<file path="src/lfy_pkg.sv">
// Shared types and constants for the LCG Fisher-Yates permutation block.
// Holds the microcode word layout, the step program and the sequencer interface.
// No dependencies.
package lfy_pkg;

  localparam int unsigned VAL_W   = 10;   // stored and returned entry width
  localparam int unsigned CNT_W   = 11;   // entry_count register width
  localparam int unsigned IDX_W   = 10;   // entry_index port width
  localparam int unsigned SEED_W  = 64;   // generator width
  localparam int unsigned HALF_W  = SEED_W / 2;
  localparam int unsigned BIT_W   = $clog2(SEED_W);
  localparam int unsigned CFG_IDX_W = 2;

  localparam logic [SEED_W-1:0] LCG_MUL = 64'h5851_F42D_4C95_7F2D;
  localparam logic [SEED_W-1:0] LCG_INC = 64'd1;

  localparam logic [CFG_IDX_W-1:0] CFG_SEED  = 2'd0;
  localparam logic [CFG_IDX_W-1:0] CFG_COUNT = 2'd1;

  localparam logic [SEED_W-1:0] SEED_RESET  = 64'd1;
  localparam logic [CNT_W-1:0]  COUNT_RESET = 11'd1024;

  typedef logic [3:0] step_t;

  // program addresses
  localparam step_t ST_IDLE    = 4'd0;
  localparam step_t ST_BINIT   = 4'd1;
  localparam step_t ST_FILL    = 4'd2;
  localparam step_t ST_SETI    = 4'd3;
  localparam step_t ST_MUL0    = 4'd4;
  localparam step_t ST_MUL1    = 4'd5;
  localparam step_t ST_MUL2    = 4'd6;
  localparam step_t ST_MODINIT = 4'd7;
  localparam step_t ST_MODSTEP = 4'd8;
  localparam step_t ST_RDI     = 4'd9;
  localparam step_t ST_RDJ     = 4'd10;
  localparam step_t ST_WRI     = 4'd11;
  localparam step_t ST_WRJ     = 4'd12;
  localparam step_t ST_FIN     = 4'd13;
  localparam step_t ST_READ    = 4'd14;

  typedef enum logic [3:0] {
    OP_NOP,
    OP_INIT,
    OP_FILL,
    OP_SETI,
    OP_MUL0,
    OP_MUL1,
    OP_MUL2,
    OP_MODINIT,
    OP_MODSTEP,
    OP_RDI,
    OP_RDJ,
    OP_WRI,
    OP_WRJ,
    OP_DONE_BUILD,
    OP_DONE_READ
  } op_e;

  // jump when the condition holds, else next step; DISPATCH holds until start
  typedef enum logic [2:0] {
    COND_NEXT,
    COND_ALWAYS,
    COND_DISPATCH,
    COND_N_ZERO,
    COND_N_SMALL,
    COND_FILL_MORE,
    COND_MOD_MORE,
    COND_I_MORE
  } cond_e;

  typedef struct packed {
    op_e   op;
    cond_e cond;
    step_t target;
  } ucode_t;

  typedef struct packed {
    logic start;
    logic cmd;
    logic n_zero;
    logic n_small;
    logic fill_more;
    logic mod_more;
    logic i_more;
  } seq_status_t;

  typedef struct packed {
    op_e  op;
    logic busy;
  } seq_ctrl_t;

  function automatic ucode_t ucode_rom(input step_t addr);
    ucode_t w;
    unique case (addr)
      ST_IDLE:    w = '{OP_NOP,        COND_DISPATCH,  ST_IDLE};
      ST_BINIT:   w = '{OP_INIT,       COND_N_ZERO,    ST_FIN};
      ST_FILL:    w = '{OP_FILL,       COND_FILL_MORE, ST_FILL};
      ST_SETI:    w = '{OP_SETI,       COND_N_SMALL,   ST_FIN};
      ST_MUL0:    w = '{OP_MUL0,       COND_NEXT,      ST_IDLE};
      ST_MUL1:    w = '{OP_MUL1,       COND_NEXT,      ST_IDLE};
      ST_MUL2:    w = '{OP_MUL2,       COND_NEXT,      ST_IDLE};
      ST_MODINIT: w = '{OP_MODINIT,    COND_NEXT,      ST_IDLE};
      ST_MODSTEP: w = '{OP_MODSTEP,    COND_MOD_MORE,  ST_MODSTEP};
      ST_RDI:     w = '{OP_RDI,        COND_NEXT,      ST_IDLE};
      ST_RDJ:     w = '{OP_RDJ,        COND_NEXT,      ST_IDLE};
      ST_WRI:     w = '{OP_WRI,        COND_NEXT,      ST_IDLE};
      ST_WRJ:     w = '{OP_WRJ,        COND_I_MORE,    ST_MUL0};
      ST_FIN:     w = '{OP_DONE_BUILD, COND_ALWAYS,    ST_IDLE};
      ST_READ:    w = '{OP_DONE_READ,  COND_ALWAYS,    ST_IDLE};
      default:    w = '{OP_NOP,        COND_ALWAYS,    ST_IDLE};
    endcase
    return w;
  endfunction

endpackage

</file>
<file path="src/lfy_sequencer.sv">
// Microcode sequencer: step counter, control ROM lookup and jump logic.
// Depends on lfy_pkg for the program and the control/status structs.
module lfy_sequencer import lfy_pkg::*; (
  input  logic        clk_i,
  input  logic        rst_ni,
  input  seq_status_t status_i,
  output seq_ctrl_t   ctrl_o
);

  step_t  upc_q, upc_d;
  ucode_t word;

  assign word = ucode_rom(upc_q);

  always_comb begin
    upc_d = upc_q + step_t'(1);
    unique case (word.cond)
      COND_NEXT:      upc_d = upc_q + step_t'(1);
      COND_ALWAYS:    upc_d = word.target;
      COND_DISPATCH: begin
        if (status_i.start) begin
          upc_d = status_i.cmd ? ST_READ : ST_BINIT;
        end else begin
          upc_d = upc_q;
        end
      end
      COND_N_ZERO:    if (status_i.n_zero)    upc_d = word.target;
      COND_N_SMALL:   if (status_i.n_small)   upc_d = word.target;
      COND_FILL_MORE: if (status_i.fill_more) upc_d = word.target;
      COND_MOD_MORE:  if (status_i.mod_more)  upc_d = word.target;
      COND_I_MORE:    if (status_i.i_more)    upc_d = word.target;
      default:        upc_d = ST_IDLE;
    endcase
  end

  always_ff @(posedge clk_i or negedge rst_ni) begin
    if (!rst_ni) begin
      upc_q <= ST_IDLE;
    end else begin
      upc_q <= upc_d;
    end
  end

  assign ctrl_o.op   = word.op;
  assign ctrl_o.busy = (upc_q != ST_IDLE);

endmodule

</file>
<file path="config.mk">
export PLATFORM = sky130hd
export DESIGN_NAME = lfy_sequencer
export DESIGN_NICKNAME = d
export VERILOG_FILES = /design/src/lfy_pkg.sv /design/src/lfy_sequencer.sv
export SDC_FILE = /design/constraint.sdc
export NUM_CORES = 1
export LEC_CHECK = 0
export ABC_AREA = 1
export BUFFER_PORTS_ARGS = -buffer_cell sky130_fd_sc_hd__buf_2
export CELL_PAD_IN_SITES_DETAIL_PLACEMENT = 2
export CELL_PAD_IN_SITES_GLOBAL_PLACEMENT = 2
export CORE_ASPECT_RATIO = 1.1
export CORE_MARGIN = 1
export CORE_UTILIZATION = 25
export CTS_BUF_LIST = sky130_fd_sc_hd__clkbuf_8
export CTS_CLUSTER_DIAMETER = 80
export DETAILED_ROUTE_END_ITERATION = 7
export PLACE_DENSITY = 0.85
export SLEW_MARGIN = 20
export SYNTH_ARGS = -nofsm -noshare
export SYNTH_HDL_FRONTEND = slang
export SYNTH_SLANG_ARGS = --single-unit
</file>
<file path="constraint.sdc">
create_clock -name clk_i -period 1.94 [get_ports clk_i]
set_input_delay 0.388 -clock clk_i [delete_from_list [all_inputs] [get_ports clk_i]]
set_output_delay 0.388 -clock clk_i [all_outputs]
set_load 0.005 [all_outputs]
</file>
==> out/metrics.sh <==
RUN_STATUS='complete, no violations'
TIMING_WORST_SLEW_PIN_VALUE_NS=0.328
SETUP_REPAIR_AFTER_GLOBAL_ROUTING_MISSED_ITS_MARGIN='true'
IO_PINS=14
FINAL_NET_COUNT=192
GRT_MAX_DEGREE=11
TIMING.CLOCK.SKEW_NS=0.00162
CRITPATHLAUNCHTYPE='register'
CTS.CLK_SLEW.WORST_PATHS_NS=0.03
R2R_CELLS=10
GRT_ANTENNA_BEFORE_REPAIR=0
DRT-INITIAL-DRC-COUNT=36
TOTAL_LEAKAGE_POWER_nW=0.592
REG2REG_TO='upc_q[0]$_DFFE_PN0P_'
VIA_COUNT_OF_THE_FIRST_GLOBAL_ROUTING_PASS=1184
FLOORPLAN.CORE_AREA_UM2=3070
IR_DROP_V=0.000849
CP.ARRIVAL_NS=1.94
LAYOUT_WORST_PATH_CYCLE_SHARE_PCT=94.6
ROUTE.VIAS.TOTAL=1108
GRT_FIRST_PASS_WIRELENGTH_MM=5.78
TIMING.FINAL.MAX_SLEW_VIOLATIONS=0
HTREEDEPTH=1
MAX_BUFFERS_ROOT_TO_SINK=2
IO_BUFFER_COUNT=13
POST-ROUTE-MIN-PERIOD_NS=1.83
DETAIL_ROUTE.DRC_VIOLATIONS=0
CRIT_FANOUT=5
SETUP_VIOLATION_TOTAL_IN_THE_FINAL_TIMING_REPORT=0
DIE_AREA_UM2=3500
SYN-CELL-AREA_UM2=817
TIMING.CRITICAL_PATH.REQUIRED_NS=2.05
LAYOUT_COMMON_CELLS='nand2_1 (52), nor2_1 (18), inv_1 (17), nand3_1 (16)'
LARGEST_REG_FLOPS=4
WIRELENGTH_MM=3.61
WORST_SLEW_MARGIN_REL_PCT=78.1
DIEWIDTH_UM=56.5
DETAILEDROUTE.FIRSTPASSITERATIONCOUNT=4
ENDPOINT_KIND='register'
AVG_CELL_AREA_SYN_UM2=5.34
POST_DRT_VIA_CELL_RATIO=5.30
CLOCK.FMAX_MHz=545
TRITONCTS_NUM_SINKS=4
DIE-HEIGHT_UM=62.0
OVERALL_GLOBAL_ROUTING_USAGE_PCT=22.4
WORST_R2R_STARTPOINT='upc_q[0]$_DFFE_PN0P_'
CTS_BUFFERS=3
SEQ_AREA_FRAC_SYNTH_PCT=12.3
HOLD_VIOL=0
POSTSYNTH.TOPFLOPCELL='dfrtp_1'
NFILLCELLS=395
LAYOUT_TOP_REGISTERS='upc_q (4)'
REGTOREGSETUPSLACK_NS=0.11
HOLD_WS_NS=0.510
TOTAL_OVERFLOW_REPORTED_BY_THE_GLOBAL_ROUTER=0
POST-DP-HPWL_MM=2.90
SYNTH.DISTINCT_CELLS=18
ROUTE.ANTENNA.REMAINING_NETS=0
FINAL_COMMON_CELL='nand2_1'
TOTAL_OF_WARNINGS_RAISED_BY_YOSYS=0
FLOORPLAN.ROWS=21
CRITICALPATHCATEGORY='reg2reg'
POWER_PER_CELL_AREA_nW_PER_UM2=2050
SYNTH_FP_NETS=168
WORST_SKEW_PAIR.LATE_LATENCY_NS=0.22
CP-STARTPOINT='upc_q[0]$_DFFE_PN0P_'
SYNTHCELLS=153
DRIVE_GT1_SHARE_PCT=20.6
SYNTH-EDFF-COUNT=0
GP_ROUTABILITY_CONGESTION=0.861
AREA_GROWTH_PCT=28.0
CLK_ROOT_BUFFER_CELL='clkbuf_8'
START_UTIL_PCT=26.6
HOLD_CLASS='in2reg'
CELL_COUNT_OF_THE_WORST_HOLD_PATH=4
CTS_TREE='built'
MAXCAPVIOLATIONS=0
HOLDPATHEND='upc_q[0]$_DFFE_PN0P_'
POSTLAYOUTCOREUTIL_PCT=34.0
ANTENNA_CELLS_INSERTED=0
MIN_FROM='status_i[6]'
POST_DRT_WL_PER_CELL_UM=17.3
NUMBER_OF_SYNTHESIZED_REGISTER_BITS=4
SYNTH-ASYNC-RESET-RATIO_PCT=100
TOP_REGISTER='upc_q'
## where the power goes
group	switching (W)	internal [W]	total, W
clock network	0.0000479	0.000133	0.000180
registers	0.0000860	0.000139	0.000225
logic	0.00115	0.000593	0.00174
## cells in the mapped netlist (2+ instances only)
cell type	number	area share [%]
a21oi_2	2	2.1
dfrtp_1	4	12
inv_1	19	8.7
nor2_2	2	1.5
nand2_2	2	1.5
o211ai_1	6	5.5
ha_1	6	9.2
nand3_1	16	9.8
a21oi_1	5	3.1
nand2_1	54	25
o21ai_0	13	8.0
nor2_1	18	8.3
## worst max path at each step
stage,slack [ns],end,depth (start not counted)
after floorplan,0.05,upc_q[0]$_DFFE_PN0P_,11
after global placement,0.14,upc_q[0]$_DFFE_PN0P_,10
after detailed placement,-0.02,upc_q[0]$_DFFE_PN0P_,10
after CTS,0.02,upc_q[0]$_DFFE_PN0P_,12
after global routing,-0.02,upc_q[0]$_DFFE_PN0P_,12
final,0.11,upc_q[0]$_DFFE_PN0P_,10
## logic make-up (layout without fill, tap and decap cells)
group / after synthesis / in the layout / synth area share [%]
AO/OA/AOI/OAI: 27 / 27 / 19.3
adder cells (fa/ha/maj): 6 / 6 / 9.19
buffers and inverters: 21 / 43 / 10.6
flip-flops: 4 / 4 / 12.3
AND/OR/NAND/NOR: 95 / 95 / 48.7
## final cells by class
class	instances	area, µm²	area share, %
Inverter	19	71.3	6.82
Multi-Input combinational cell	128	661	63.2
Clock buffer	3	41.3	3.95
Timing Repair Buffer	21	128	12.2
Tap cell	34	42.5	4.07
Sequential cell	4	103	9.81
## through the flow
step	setup TNS, ns	cell area (µm²)	power, W	cells	setup slack, ns
floorplan	0	817	0.00122	153	0.0506
global placement	0	947	0.00167	203	0.137
detailed placement	-0.0213	947	0.00179	203	-0.0213
CTS	0	1000	0.00200	207	0.0184
global route	-0.0217	1050	0.00237	209	-0.0162
finish	0	1050	0.00215	209	0.105
## metal layers
layer / part of all wire [%] / wire [µm] / global-route usage [%] / vias to the layer above
met5: 0 / 0 / 0 / -
met4: 2.1 / 76 / 10.8 / 0
met3: 1.8 / 65 / 3.52 / 11
met2: 53 / 1900 / 42.4 / 16
met1: 43 / 1570 / 25.1 / 543
li1: - / - / - / 538
## timing repair
action | CTS | global route
gates resized for setup | 1 | 9
endpoints found under the setup margin | 1 | 5
pin swaps | 0 | 2
hold buffers | 1 | 0
hold endpoints to repair | 4 | 0
buffers inserted | 0 | 2
gates cloned | 0 | 0
## worst max-delay path: stages (launching register included)
cell and delay (ns):
dfrtp_1 0.40, inv_1 0.09, ha_1 0.24, nand2_2 0.12
inv_2 0.09, a21oi_4 0.18, nand3_1 0.20, o21ai_1 0.17
inv_1 0.06, nand2_1 0.09, nand2_1 0.06
No activity file was read; power rests on OpenSTA's default activity.
